[config.mk]
export PLATFORM = sky130hd
export DESIGN_NAME = two_length_combination_counter
export DESIGN_NICKNAME = d
export VERILOG_FILES = /design/src/rtl/tlcc_pkg.sv /design/src/rtl/tlcc_div.sv /design/src/rtl/tlcc_seq.sv /design/src/rtl/tlcc_dpath.sv /design/src/rtl/two_length_combination_counter.sv
export SDC_FILE = /design/constraint.sdc
export NUM_CORES = 2
export LEC_CHECK = 0
export CORE_ASPECT_RATIO = 2
export CORE_MARGIN = 1.5
export CORE_UTILIZATION = 54
export CTS_BUF_LIST = sky130_fd_sc_hd__clkbuf_8 sky130_fd_sc_hd__clkbuf_16
export DETAILED_ROUTE_END_ITERATION = 12
export DONT_BUFFER_PORTS = 1
export GPL_TIMING_DRIVEN = 0
export PLACE_DENSITY = 0.69
export REMOVE_ABC_BUFFERS = 1
export SYNTH_ARGS = -nofsm -noshare
export SYNTH_HDL_FRONTEND = slang
export SYNTH_SLANG_ARGS = --single-unit
[constraint.sdc]
create_clock -name i_clk -period 18.1 [get_ports i_clk]
set_input_delay 5.43 -clock i_clk [delete_from_list [all_inputs] [get_ports i_clk]]
set_output_delay 5.43 -clock i_clk [all_outputs]
set_load 0.02 [all_outputs]
[src/rtl/tlcc_pkg.sv]
// shared types, codes and constants of the two-length combination counter
package tlcc_pkg;

    // most solution lines sent for one request
    localparam int MAX_LISTED = 63;
    localparam int K_W        = $clog2(MAX_LISTED + 1);
    localparam int PC_W       = 5;

    // result kinds
    typedef enum logic [1:0] {
        KIND_SOL   = 2'd0,
        KIND_TOTAL = 2'd1,
        KIND_NONE  = 2'd2,
        KIND_BAD   = 2'd3
    } t_kind;

    // input request payload
    typedef struct packed {
        logic [31:0] distance;
        logic        operation;
    } t_req;

    // result payload
    typedef struct packed {
        t_kind       kind;
        logic [31:0] pieces_a;
        logic [31:0] pieces_b;
        logic [32:0] total_count;
        logic        list_truncated;
        logic        last;
    } t_res;

    // micro-operations of the datapath
    typedef enum logic [4:0] {
        OP_NOP      = 5'd0,
        OP_ACCEPT   = 5'd1,
        OP_DIV_AB   = 5'd2,
        OP_DIV_EUC  = 5'd3,
        OP_MUL_EUC  = 5'd4,
        OP_BEZOUT   = 5'd5,
        OP_GCD      = 5'd6,
        OP_DIV_BG   = 5'd7,
        OP_INV      = 5'd8,
        OP_DIV_AG   = 5'd9,
        OP_DIV_DG   = 5'd10,
        OP_DIV_DA   = 5'd11,
        OP_DIV_DRS  = 5'd12,
        OP_MUL_I0   = 5'd13,
        OP_DIV_I0   = 5'd14,
        OP_DIV_TOP  = 5'd15,
        OP_MUL_TA   = 5'd16,
        OP_DIV_C    = 5'd17,
        OP_CLR_K    = 5'd18,
        OP_EMIT_SOL = 5'd19,
        OP_EMIT_SUM = 5'd20,
        OP_ZERO     = 5'd21,
        OP_EMIT_BAD = 5'd22
    } t_uop;

    // jump conditions of a control word
    typedef enum logic [2:0] {
        C_NEXT     = 3'd0,
        C_ALWAYS   = 3'd1,
        C_BAD_LEN  = 3'd2,
        C_NR_ZERO  = 3'd3,
        C_REM_NZ   = 3'd4,
        C_IMAX_LT  = 3'd5,
        C_NOT_LIST = 3'd6,
        C_LIST_END = 3'd7
    } t_cond;

    // one control word of the program
    typedef struct packed {
        t_uop             op;
        t_cond            cond;
        logic [PC_W-1:0]  tgt;
    } t_uword;

    // datapath status seen by the sequencer
    typedef struct packed {
        logic op_done;
        logic bad_len;
        logic nr_zero;
        logic rem_nz;
        logic imax_lt;
        logic not_list;
        logic list_end;
    } t_stat;

    // divider start request
    typedef struct packed {
        logic        start;
        logic        half;
        logic [31:0] dividend;
        logic [15:0] divisor;
    } t_div_req;

endpackage

[src/rtl/tlcc_div.sv]
// restoring divider, one quotient bit per cycle, 32 or 16 bit dividend
module tlcc_div (
    input  logic              i_clk,
    input  logic              i_rst_n,
    input  tlcc_pkg::t_div_req i_req,
    output logic              o_done,
    output logic [31:0]       o_quo,
    output logic [15:0]       o_rem
);

    logic        r_busy;
    logic        r_done;
    logic [4:0]  r_cnt;
    logic [31:0] r_quo;
    logic [15:0] r_rem;
    logic [15:0] r_dsr;
    logic [16:0] shifted;
    logic [16:0] diff;
    logic        ge;

    // one trial subtraction
    always_comb begin
        shifted = {r_rem, r_quo[31]};
        diff    = shifted - {1'b0, r_dsr};
        ge      = (shifted >= {1'b0, r_dsr});
    end

    // control
    always_ff @(posedge i_clk) begin
        if (!i_rst_n) begin
            r_busy <= 1'b0;
            r_done <= 1'b0;
            r_cnt  <= '0;
        end else begin
            // done pulses for one cycle after the last quotient bit
            r_done <= !i_req.start && r_busy && (r_cnt == 5'd0);
            if (i_req.start) begin
                r_busy <= 1'b1;
                r_cnt  <= i_req.half ? 5'd15 : 5'd31;
            end else if (r_busy) begin
                r_cnt <= r_cnt - 5'd1;
                if (r_cnt == 5'd0) begin
                    r_busy <= 1'b0;
                end
            end
        end
    end

    // operands and partial results
    always_ff @(posedge i_clk) begin
        if (i_req.start) begin
            r_quo <= i_req.half ? {i_req.dividend[15:0], 16'd0} : i_req.dividend;
            r_rem <= '0;
            r_dsr <= i_req.divisor;
        end else if (r_busy) begin
            r_quo <= {r_quo[30:0], ge};
            r_rem <= ge ? diff[15:0] : shifted[15:0];
        end
    end

    assign o_done = r_done;
    assign o_quo  = r_quo;
    assign o_rem  = r_rem;

endmodule

[src/rtl/tlcc_seq.sv]
// microprogram sequencer: step counter, control store and jumps
module tlcc_seq (
    input  logic           i_clk,
    input  logic           i_rst_n,
    input  tlcc_pkg::t_stat i_stat,
    output tlcc_pkg::t_uop  o_op
);

    logic [tlcc_pkg::PC_W-1:0] r_pc;
    logic [tlcc_pkg::PC_W-1:0] n_pc;
    tlcc_pkg::t_uword          uw;
    logic                      take;

    // control store
    always_comb begin
        case (r_pc)
            5'd0:    uw = '{tlcc_pkg::OP_ACCEPT,   tlcc_pkg::C_NEXT,     5'd0};
            5'd1:    uw = '{tlcc_pkg::OP_NOP,      tlcc_pkg::C_BAD_LEN,  5'd26};
            5'd2:    uw = '{tlcc_pkg::OP_DIV_AB,   tlcc_pkg::C_NEXT,     5'd0};
            5'd3:    uw = '{tlcc_pkg::OP_NOP,      tlcc_pkg::C_NR_ZERO,  5'd7};
            5'd4:    uw = '{tlcc_pkg::OP_DIV_EUC,  tlcc_pkg::C_NEXT,     5'd0};
            5'd5:    uw = '{tlcc_pkg::OP_MUL_EUC,  tlcc_pkg::C_NEXT,     5'd0};
            5'd6:    uw = '{tlcc_pkg::OP_BEZOUT,   tlcc_pkg::C_ALWAYS,   5'd3};
            5'd7:    uw = '{tlcc_pkg::OP_GCD,      tlcc_pkg::C_NEXT,     5'd0};
            5'd8:    uw = '{tlcc_pkg::OP_DIV_BG,   tlcc_pkg::C_NEXT,     5'd0};
            5'd9:    uw = '{tlcc_pkg::OP_INV,      tlcc_pkg::C_NEXT,     5'd0};
            5'd10:   uw = '{tlcc_pkg::OP_DIV_AG,   tlcc_pkg::C_NEXT,     5'd0};
            5'd11:   uw = '{tlcc_pkg::OP_DIV_DG,   tlcc_pkg::C_NEXT,     5'd0};
            5'd12:   uw = '{tlcc_pkg::OP_NOP,      tlcc_pkg::C_REM_NZ,   5'd25};
            5'd13:   uw = '{tlcc_pkg::OP_DIV_DA,   tlcc_pkg::C_NEXT,     5'd0};
            5'd14:   uw = '{tlcc_pkg::OP_DIV_DRS,  tlcc_pkg::C_NEXT,     5'd0};
            5'd15:   uw = '{tlcc_pkg::OP_MUL_I0,   tlcc_pkg::C_NEXT,     5'd0};
            5'd16:   uw = '{tlcc_pkg::OP_DIV_I0,   tlcc_pkg::C_NEXT,     5'd0};
            5'd17:   uw = '{tlcc_pkg::OP_NOP,      tlcc_pkg::C_IMAX_LT,  5'd25};
            5'd18:   uw = '{tlcc_pkg::OP_DIV_TOP,  tlcc_pkg::C_NEXT,     5'd0};
            5'd19:   uw = '{tlcc_pkg::OP_MUL_TA,   tlcc_pkg::C_NEXT,     5'd0};
            5'd20:   uw = '{tlcc_pkg::OP_DIV_C,    tlcc_pkg::C_NEXT,     5'd0};
            5'd21:   uw = '{tlcc_pkg::OP_CLR_K,    tlcc_pkg::C_NOT_LIST, 5'd24};
            5'd22:   uw = '{tlcc_pkg::OP_NOP,      tlcc_pkg::C_LIST_END, 5'd24};
            5'd23:   uw = '{tlcc_pkg::OP_EMIT_SOL, tlcc_pkg::C_ALWAYS,   5'd22};
            5'd24:   uw = '{tlcc_pkg::OP_EMIT_SUM, tlcc_pkg::C_ALWAYS,   5'd0};
            5'd25:   uw = '{tlcc_pkg::OP_ZERO,     tlcc_pkg::C_ALWAYS,   5'd24};
            5'd26:   uw = '{tlcc_pkg::OP_EMIT_BAD, tlcc_pkg::C_ALWAYS,   5'd0};
            default: uw = '{tlcc_pkg::OP_NOP,      tlcc_pkg::C_ALWAYS,   5'd0};
        endcase
    end

    // jump condition
    always_comb begin
        case (uw.cond)
            tlcc_pkg::C_NEXT:     take = 1'b0;
            tlcc_pkg::C_ALWAYS:   take = 1'b1;
            tlcc_pkg::C_BAD_LEN:  take = i_stat.bad_len;
            tlcc_pkg::C_NR_ZERO:  take = i_stat.nr_zero;
            tlcc_pkg::C_REM_NZ:   take = i_stat.rem_nz;
            tlcc_pkg::C_IMAX_LT:  take = i_stat.imax_lt;
            tlcc_pkg::C_NOT_LIST: take = i_stat.not_list;
            tlcc_pkg::C_LIST_END: take = i_stat.list_end;
            default:              take = 1'b0;
        endcase
    end

    // step counter
    always_comb begin
        n_pc = r_pc;
        if (i_stat.op_done) begin
            n_pc = take ? uw.tgt : r_pc + 5'd1;
        end
    end

    always_ff @(posedge i_clk) begin
        if (!i_rst_n) begin
            r_pc <= '0;
        end else begin
            r_pc <= n_pc;
        end
    end

    assign o_op = uw.op;

endmodule

[src/rtl/tlcc_dpath.sv]
// datapath: working registers, shared divider and multiplier, output register
module tlcc_dpath (
    input  logic            i_clk,
    input  logic            i_rst_n,
    input  tlcc_pkg::t_uop  i_op,
    input  logic [15:0]     i_len_a,
    input  logic [15:0]     i_len_b,
    input  logic            i_in_valid,
    input  tlcc_pkg::t_req  i_in_req,
    output logic            o_in_ready,
    output logic            o_out_valid,
    input  logic            i_out_ready,
    output tlcc_pkg::t_res  o_out_res,
    output tlcc_pkg::t_stat o_stat
);

    // request and working registers
    logic [31:0]              r_d;
    logic                     r_list;
    logic [15:0]              r_x;
    logic [15:0]              r_nr;
    logic [15:0]              r_q16;
    logic signed [17:0]       r_t;
    logic signed [17:0]       r_nt;
    logic [15:0]              r_g;
    logic [15:0]              r_step;
    logic [15:0]              r_inv;
    logic [15:0]              r_ar;
    logic [31:0]              r_dr;
    logic [15:0]              r_rem;
    logic [31:0]              r_imax;
    logic [15:0]              r_i0;
    logic [31:0]              r_i;
    logic [31:0]              r_c;
    logic [32:0]              r_cnt;
    logic [tlcc_pkg::K_W-1:0] r_k;
    logic [31:0]              r_prod;
    logic                     r_div_run;
    logic                     r_out_valid;
    tlcc_pkg::t_res           r_out;
    tlcc_pkg::t_res           n_out;

    logic                     is_div;
    logic                     is_mul;
    logic                     is_emit;
    logic                     out_free;
    logic                     div_done;
    logic [31:0]              div_quo;
    logic [15:0]              div_rem;
    tlcc_pkg::t_div_req       div_req;
    logic signed [32:0]       mul_a;
    logic signed [17:0]       mul_b;
    logic signed [50:0]       mul_p;
    logic [17:0]              inv_sum;
    logic                     trunc;
    logic                     op_done;

    // operation classes
    always_comb begin
        is_div = 1'b0;
        is_mul = 1'b0;
        is_emit = 1'b0;
        case (i_op)
            tlcc_pkg::OP_DIV_AB, tlcc_pkg::OP_DIV_EUC, tlcc_pkg::OP_DIV_BG,
            tlcc_pkg::OP_DIV_AG, tlcc_pkg::OP_DIV_DG, tlcc_pkg::OP_DIV_DA,
            tlcc_pkg::OP_DIV_DRS, tlcc_pkg::OP_DIV_I0, tlcc_pkg::OP_DIV_TOP,
            tlcc_pkg::OP_DIV_C: begin
                is_div = 1'b1;
            end
            tlcc_pkg::OP_MUL_EUC, tlcc_pkg::OP_MUL_I0, tlcc_pkg::OP_MUL_TA: begin
                is_mul = 1'b1;
            end
            tlcc_pkg::OP_EMIT_SOL, tlcc_pkg::OP_EMIT_SUM, tlcc_pkg::OP_EMIT_BAD: begin
                is_emit = 1'b1;
            end
            default: begin
                is_div = 1'b0;
            end
        endcase
    end

    // divider operand select
    always_comb begin
        div_req.start    = is_div && !r_div_run;
        div_req.half     = 1'b0;
        div_req.dividend = '0;
        div_req.divisor  = i_len_b;
        case (i_op)
            tlcc_pkg::OP_DIV_AB: begin
                div_req.half     = 1'b1;
                div_req.dividend = {16'd0, i_len_a};
                div_req.divisor  = i_len_b;
            end
            tlcc_pkg::OP_DIV_EUC: begin
                div_req.half     = 1'b1;
                div_req.dividend = {16'd0, r_x};
                div_req.divisor  = r_nr;
            end
            tlcc_pkg::OP_DIV_BG: begin
                div_req.half     = 1'b1;
                div_req.dividend = {16'd0, i_len_b};
                div_req.divisor  = r_g;
            end
            tlcc_pkg::OP_DIV_AG: begin
                div_req.half     = 1'b1;
                div_req.dividend = {16'd0, i_len_a};
                div_req.divisor  = r_g;
            end
            tlcc_pkg::OP_DIV_DG: begin
                div_req.dividend = r_d;
                div_req.divisor  = r_g;
            end
            tlcc_pkg::OP_DIV_DA: begin
                div_req.dividend = r_d;
                div_req.divisor  = i_len_a;
            end
            tlcc_pkg::OP_DIV_DRS: begin
                div_req.dividend = r_dr;
                div_req.divisor  = r_step;
            end
            tlcc_pkg::OP_DIV_I0: begin
                div_req.dividend = r_prod;
                div_req.divisor  = r_step;
            end
            tlcc_pkg::OP_DIV_TOP: begin
                div_req.dividend = r_imax - {16'd0, r_i0};
                div_req.divisor  = r_step;
            end
            tlcc_pkg::OP_DIV_C: begin
                div_req.dividend = r_d - r_prod;
                div_req.divisor  = i_len_b;
            end
            default: begin
                div_req.half = 1'b0;
            end
        endcase
    end

    tlcc_div u_div (
        .i_clk   (i_clk),
        .i_rst_n (i_rst_n),
        .i_req   (div_req),
        .o_done  (div_done),
        .o_quo   (div_quo),
        .o_rem   (div_rem)
    );

    // multiplier operand select
    always_comb begin
        mul_a = '0;
        mul_b = '0;
        case (i_op)
            tlcc_pkg::OP_MUL_EUC: begin
                mul_a = {17'd0, r_q16};
                mul_b = r_nt;
            end
            tlcc_pkg::OP_MUL_I0: begin
                mul_a = {17'd0, r_rem};
                mul_b = {2'd0, r_inv};
            end
            tlcc_pkg::OP_MUL_TA: begin
                mul_a = {1'b0, r_i};
                mul_b = {2'd0, i_len_a};
            end
            default: begin
                mul_a = '0;
            end
        endcase
        mul_p = mul_a * mul_b;
    end

    // handshake and completion
    assign out_free   = !r_out_valid || i_out_ready;
    assign o_in_ready = (i_op == tlcc_pkg::OP_ACCEPT);
    assign inv_sum    = r_t + {2'd0, r_step};
    assign trunc      = r_list && (r_cnt > 33'(tlcc_pkg::MAX_LISTED));

    always_comb begin
        if (i_op == tlcc_pkg::OP_ACCEPT) begin
            op_done = i_in_valid;
        end else if (is_div) begin
            op_done = div_done;
        end else if (is_emit) begin
            op_done = out_free;
        end else begin
            op_done = 1'b1;
        end
    end

    // status for the sequencer
    always_comb begin
        o_stat.op_done  = op_done;
        o_stat.bad_len  = (i_len_a == 16'd0) || (i_len_b == 16'd0) || (i_len_a == i_len_b);
        o_stat.nr_zero  = (r_nr == 16'd0);
        o_stat.rem_nz   = (r_rem != 16'd0);
        o_stat.imax_lt  = (r_imax < {16'd0, r_i0});
        o_stat.not_list = !r_list;
        o_stat.list_end = ({27'd0, r_k} >= r_cnt) || (r_k == tlcc_pkg::K_W'(tlcc_pkg::MAX_LISTED));
    end

    // divider busy flag
    always_ff @(posedge i_clk) begin
        if (!i_rst_n) begin
            r_div_run <= 1'b0;
        end else if (div_req.start) begin
            r_div_run <= 1'b1;
        end else if (div_done) begin
            r_div_run <= 1'b0;
        end
    end

    // working register updates
    always_ff @(posedge i_clk) begin
        if (is_mul) begin
            r_prod <= mul_p[31:0];
        end
        case (i_op)
            tlcc_pkg::OP_ACCEPT: begin
                r_d    <= i_in_req.distance;
                r_list <= i_in_req.operation;
            end
            tlcc_pkg::OP_DIV_AB: begin
                if (div_done) begin
                    r_x  <= i_len_b;
                    r_nr <= div_rem;
                    r_t  <= 18'sd0;
                    r_nt <= 18'sd1;
                end
            end
            tlcc_pkg::OP_DIV_EUC: begin
                if (div_done) begin
                    r_q16 <= div_quo[15:0];
                    r_x   <= r_nr;
                    r_nr  <= div_rem;
                end
            end
            tlcc_pkg::OP_BEZOUT: begin
                r_t  <= r_nt;
                r_nt <= r_t - signed'(r_prod[17:0]);
            end
            tlcc_pkg::OP_GCD: begin
                r_g <= r_x;
            end
            tlcc_pkg::OP_DIV_BG: begin
                if (div_done) begin
                    r_step <= div_quo[15:0];
                end
            end
            tlcc_pkg::OP_INV: begin
                r_inv <= r_t[17] ? inv_sum[15:0] : r_t[15:0];
            end
            tlcc_pkg::OP_DIV_AG: begin
                if (div_done) begin
                    r_ar <= div_quo[15:0];
                end
            end
            tlcc_pkg::OP_DIV_DG: begin
                if (div_done) begin
                    r_dr  <= div_quo;
                    r_rem <= div_rem;
                end
            end
            tlcc_pkg::OP_DIV_DA: begin
                if (div_done) begin
                    r_imax <= div_quo;
                end
            end
            tlcc_pkg::OP_DIV_DRS: begin
                if (div_done) begin
                    r_rem <= div_rem;
                end
            end
            tlcc_pkg::OP_DIV_I0: begin
                if (div_done) begin
                    r_i0 <= div_rem;
                end
            end
            tlcc_pkg::OP_DIV_TOP: begin
                if (div_done) begin
                    r_cnt <= {1'b0, div_quo} + 33'd1;
                    r_i   <= r_imax - {16'd0, div_rem};
                end
            end
            tlcc_pkg::OP_DIV_C: begin
                if (div_done) begin
                    r_c <= div_quo;
                end
            end
            tlcc_pkg::OP_CLR_K: begin
                r_k <= '0;
            end
            tlcc_pkg::OP_EMIT_SOL: begin
                if (out_free) begin
                    if (r_i >= {16'd0, r_step}) begin
                        r_i <= r_i - {16'd0, r_step};
                    end
                    r_c <= r_c + {16'd0, r_ar};
                    r_k <= r_k + tlcc_pkg::K_W'(1);
                end
            end
            tlcc_pkg::OP_ZERO: begin
                r_cnt <= '0;
            end
            default: begin
                r_cnt <= r_cnt;
            end
        endcase
    end

    // output register valid
    always_ff @(posedge i_clk) begin
        if (!i_rst_n) begin
            r_out_valid <= 1'b0;
        end else if (is_emit && out_free) begin
            r_out_valid <= 1'b1;
        end else if (i_out_ready) begin
            r_out_valid <= 1'b0;
        end
    end

    // next result payload
    always_comb begin
        n_out = '0;
        case (i_op)
            tlcc_pkg::OP_EMIT_SOL: begin
                n_out.kind     = tlcc_pkg::KIND_SOL;
                n_out.pieces_a = r_i;
                n_out.pieces_b = r_c;
            end
            tlcc_pkg::OP_EMIT_SUM: begin
                n_out.last = 1'b1;
                if (r_cnt == 33'd0) begin
                    n_out.kind = tlcc_pkg::KIND_NONE;
                end else begin
                    n_out.kind           = tlcc_pkg::KIND_TOTAL;
                    n_out.total_count    = r_cnt;
                    n_out.list_truncated = trunc;
                end
            end
            default: begin
                n_out.kind = tlcc_pkg::KIND_BAD;
                n_out.last = 1'b1;
            end
        endcase
    end

    // output register payload
    always_ff @(posedge i_clk) begin
        if (is_emit && out_free) begin
            r_out <= n_out;
        end
    end

    assign o_out_valid = r_out_valid;
    assign o_out_res   = r_out;

endmodule

[src/rtl/two_length_combination_counter.sv]
// top level: configuration port, sequencer and datapath of the combination counter
//
//  channel   signals                                    moves
//  -------   -----------------------------------------  ---------------------------
//  in        i_in_valid / o_in_ready / i_in_req          distance, operation
//  out       o_out_valid / i_out_ready / o_out_res       kind, pieces, count, flags
//  config    psel penable pwrite paddr pwdata prdata     length_a @0, length_b @4
//
//  the shared bit-serial divider sets the time of a request, along with the number of
//  extended-gcd rounds and of listed solutions; a distance that is not a multiple of the
//  gcd or has no solution exits earlier, and invalid lengths go straight to the error
//  result without any division
//  requests are taken one at a time; a result waits in an output register so the
//  program runs on while the consumer stalls, and halts only when that register is full
//  synchronous active-low reset returns the program to its accept step, lengths to 1 and 2
module two_length_combination_counter (
    input  logic           i_clk,
    input  logic           i_rst_n,
    input  logic           i_in_valid,
    output logic           o_in_ready,
    input  tlcc_pkg::t_req i_in_req,
    output logic           o_out_valid,
    input  logic           i_out_ready,
    output tlcc_pkg::t_res o_out_res,
    input  logic           psel,
    input  logic           penable,
    input  logic           pwrite,
    input  logic [2:0]     paddr,
    input  logic [31:0]    pwdata,
    output logic [31:0]    prdata,
    output logic           pready
);

    logic [15:0]     r_len_a;
    logic [15:0]     r_len_b;
    tlcc_pkg::t_uop  op;
    tlcc_pkg::t_stat stat;

    // configuration registers
    always_ff @(posedge i_clk) begin
        if (!i_rst_n) begin
            r_len_a <= 16'd1;
            r_len_b <= 16'd2;
        end else if (psel && penable && pwrite) begin
            if (paddr[2]) begin
                r_len_b <= pwdata[15:0];
            end else begin
                r_len_a <= pwdata[15:0];
            end
        end
    end

    // register read back
    assign prdata = paddr[2] ? {16'd0, r_len_b} : {16'd0, r_len_a};
    assign pready = 1'b1;

    tlcc_seq u_seq (
        .i_clk   (i_clk),
        .i_rst_n (i_rst_n),
        .i_stat  (stat),
        .o_op    (op)
    );

    tlcc_dpath u_dpath (
        .i_clk       (i_clk),
        .i_rst_n     (i_rst_n),
        .i_op        (op),
        .i_len_a     (r_len_a),
        .i_len_b     (r_len_b),
        .i_in_valid  (i_in_valid),
        .i_in_req    (i_in_req),
        .o_in_ready  (o_in_ready),
        .o_out_valid (o_out_valid),
        .i_out_ready (i_out_ready),
        .o_out_res   (o_out_res),
        .o_stat      (stat)
    );

endmodule
==> results.md <==
* Net Switching at 1.93 mW
* Part of the power in registers at 44.4%
* Hold Path Class: register to register
* Register area share after synthesis at 39.0%
* DRT antenna net count at 0
* Fin crit period at 11.25 ns
* DP HPWL at 125 mm
* Design Area, Final at 50600 sq um
* Vias after detailed routing at 36400
* Vias per inst at 6.24
* DP Worst Slack at 6.85 ns
* Final setup fails at 0
* Initial Util at 54.3%
* Final hold viol count at 0
* Post-synth ARST share at 0%
* Arrival time worst endpoint at 5.82 ns
* Switching Share at 38.3%
* Clk Latency, worst-skew pair at 0.71 ns
* Internal power at 3.10 mW
* Mapped cell area at 47100 sq um
* Commonest non-fill, non-tap cell in the layout: inv_1
* Clk pwr share at 26.8%
* Port Buf Inserts at 0
* Final TNS setup at 0 ns
* Most frequent cells in the layout: inv_1, edfxtp_1, nand2_1, nor2_1, fa_1
* Post-synth cell types at 86
* Number of flops mapped to enable cells by yosys at 561
* Slowest CP cell: mux2_2
* CP peak stage delay at 0.39 ns
* Synth Warn # at 0
* Max-slew headroom at -0.653%
* GP Congestion at 1.04
* FP Rows at 153
* Worst Max-Slew Pin Slew at 1.49 ns
* Cts bufs inserted at 57
* Area grow syn2layout at 7.46%
* Worst-path maximum fanout at 19
* Max-slew violation count at 1
* Power Total at 5.03 mW
* Clock transition at the registers of the reported paths at 0.08 ns
* Crit start category: primary input
* Max-cap violations at 1
* Drt wl/cell at 27.7 microns
* # resized after CTS at 0
* Final #Nets at 5293
* Die height at 421 microns
* Global Route Usage Sum at 36.9%
* Root Driver: clkbuf_16
* Hold-fix buffers, CTS at 0
* Worst setup margin at 6.85 ns
* Setup Buffers After CTS at 0
* Yosys reg bits at 636
* Largest net degree at the start of global routing at 69
* Top FF cell, synth: edfxtp_1
* Placed cell area at 48500 sq um
* DR DRC count at 0
* Crit path buf inv count at 0
* Non-filler cells, final at 5840
* Final period util at 62.2%
* Maximum vdd drop at 0.0991 mV
* Drt first pass iters at 8
* Combinational Power Share at 28.8%
* Fraction of layout cells with a size suffix above 1 at 5.74%
* CTS sink count at 636
* First-pass GRT wire length at 235 mm
* H-tree levels at 2
* Largest delay contributor family on the critical path: multiplexers
* TritonCTS clock tree: built
* Mapped Cells at 4728
* Type of the worst setup path: primary input to primary output
* Placed cell count at 5720
* CTS Buffer Depth at 3
* Remaining Overflow, GRT at 0
* Leak at 20.5 nW
* Vias in the first global route at 37000
* Hold Worst Slack at 0.460 ns
* Failing checks: capacitance limit, slew limit
* Pwr per Cell Area at 99.4 nW/um^2
* Avg Inst Size Synth at 9.96 sq um
* CP required at 12.67 ns
* Crit-path cells: mux2_2
* Initial DRC count at 2856
* Chip width at 212 microns
* Initial antenna violation count at 8
* Clock Skews at 0.0499 ns
* Core Box Area at 86700 sq um
* Final WL at 162 mm
* Post-layout util at 58.4%
* # IOs at 211
* Total die area at 89100 sq um
* Critical Path Sink Type: primary output
* Fmax at 0.0889 GHz
* Status: finished with violations
* RSZ-0062 raised after global routing: false
[worst paths after layout]
check                                startpoint            endpoint  slack [ns]  cells after the start
worst max-delay path                   paddr[2]           prdata[5]        6.85                      1
worst min-delay path            u_dpath.r_x[12]     u_dpath.r_g[12]        0.46                      0
worst max register to register      u_seq.uw[8]  u_dpath.r_prod[30]        7.17                     26
worst min register to register  u_dpath.r_x[12]     u_dpath.r_g[12]        0.46                      0
[per-layer routing]
metal	track usage, %	up-vias	part of all wire (%)
met3	6.16	644	7.1
met4	33.6	4	11
li1	-	15900	-
met2	63.4	1856	50
met5	0	-	0.014
met1	38.3	18000	32
[logic make-up after synthesis]
family,share of synthesized area (%)
flops,39.0
fa+ha+maj,21.3
compound gates,11.1
mux,1.46
other cells,0.0159
buf+inv,6.86
simple gates,15.7
xor+xnor,4.62
[cell type report]
class | instances | area, sq um
tap | 1162 | 1450
sequential | 636 | 18300
clock buffer | 61 | 1520
timing repair buffer | 58 | 756
antenna | 7 | 17.5
clock inverter | 47 | 497
inverter | 597 | 2250
fill | 7376 | 36100
multi-input combinational | 3272 | 25800
[synthesized netlist by cell type (all sizes together) (8+ instances only)]
cell	instances	area [sq um]
o21bai	15	113
o211ai	22	165
nor2b	41	257
nor4	46	288
dfxtp	75	1500
buf	45	264
and3	64	400
or4	10	90.1
nor2	410	1550
a211o	9	78.8
a221oi	29	254
or3	27	169
ha	255	3190
o31ai	18	135
nand3b	8	60.1
a21o	46	345
a21boi	9	67.6
edfxtp	561	16800
nand2	544	2040
a22oi	59	443
a31oi	12	75.1
and2	151	945
mux2	46	518
nor3	83	415
nand2b	43	269
a22o	10	87.6
o21a	31	233
xnor2	154	1350
inv	594	2230
a21oi	178	891
o21ai	160	805
a221o	38	380
fa	341	6830
xor2	92	806
nand3	96	480
nand4	25	156
a211oi	23	185
o22ai	15	93.8
clkbuf	193	724
mux2i	17	170
a222oi	24	240
[power groups by stage]
stage / Combinational [mW] / Sequential, mW / Clock [mW]
3_3_place_gp: 1.33 / 2.24 / 0
4_1_cts: 1.40 / 2.21 / 1.36
6_report: 1.45 / 2.23 / 1.35
5_1_grt: 1.55 / 2.22 / 1.40
2_1_floorplan: 0.941 / 2.01 / 0
3_5_place_dp: 1.39 / 2.24 / 0
[registers in the layout, summed over array words and instances (netlist names), 18 cells and up]
register and flops:
u_dpath.r_d 32, u_dpath.r_imax 32, u_dpath.o_out_res 101, u_dpath.u_div.o_quo 32
u_dpath.r_cnt 33, u_dpath.r_nt 18, u_dpath.r_prod 32, u_dpath.r_c 32
u_dpath.r_i 32, u_dpath.r_dr 32, u_dpath.r_t 18
Note: power is estimated with default switching activity, not from simulation.
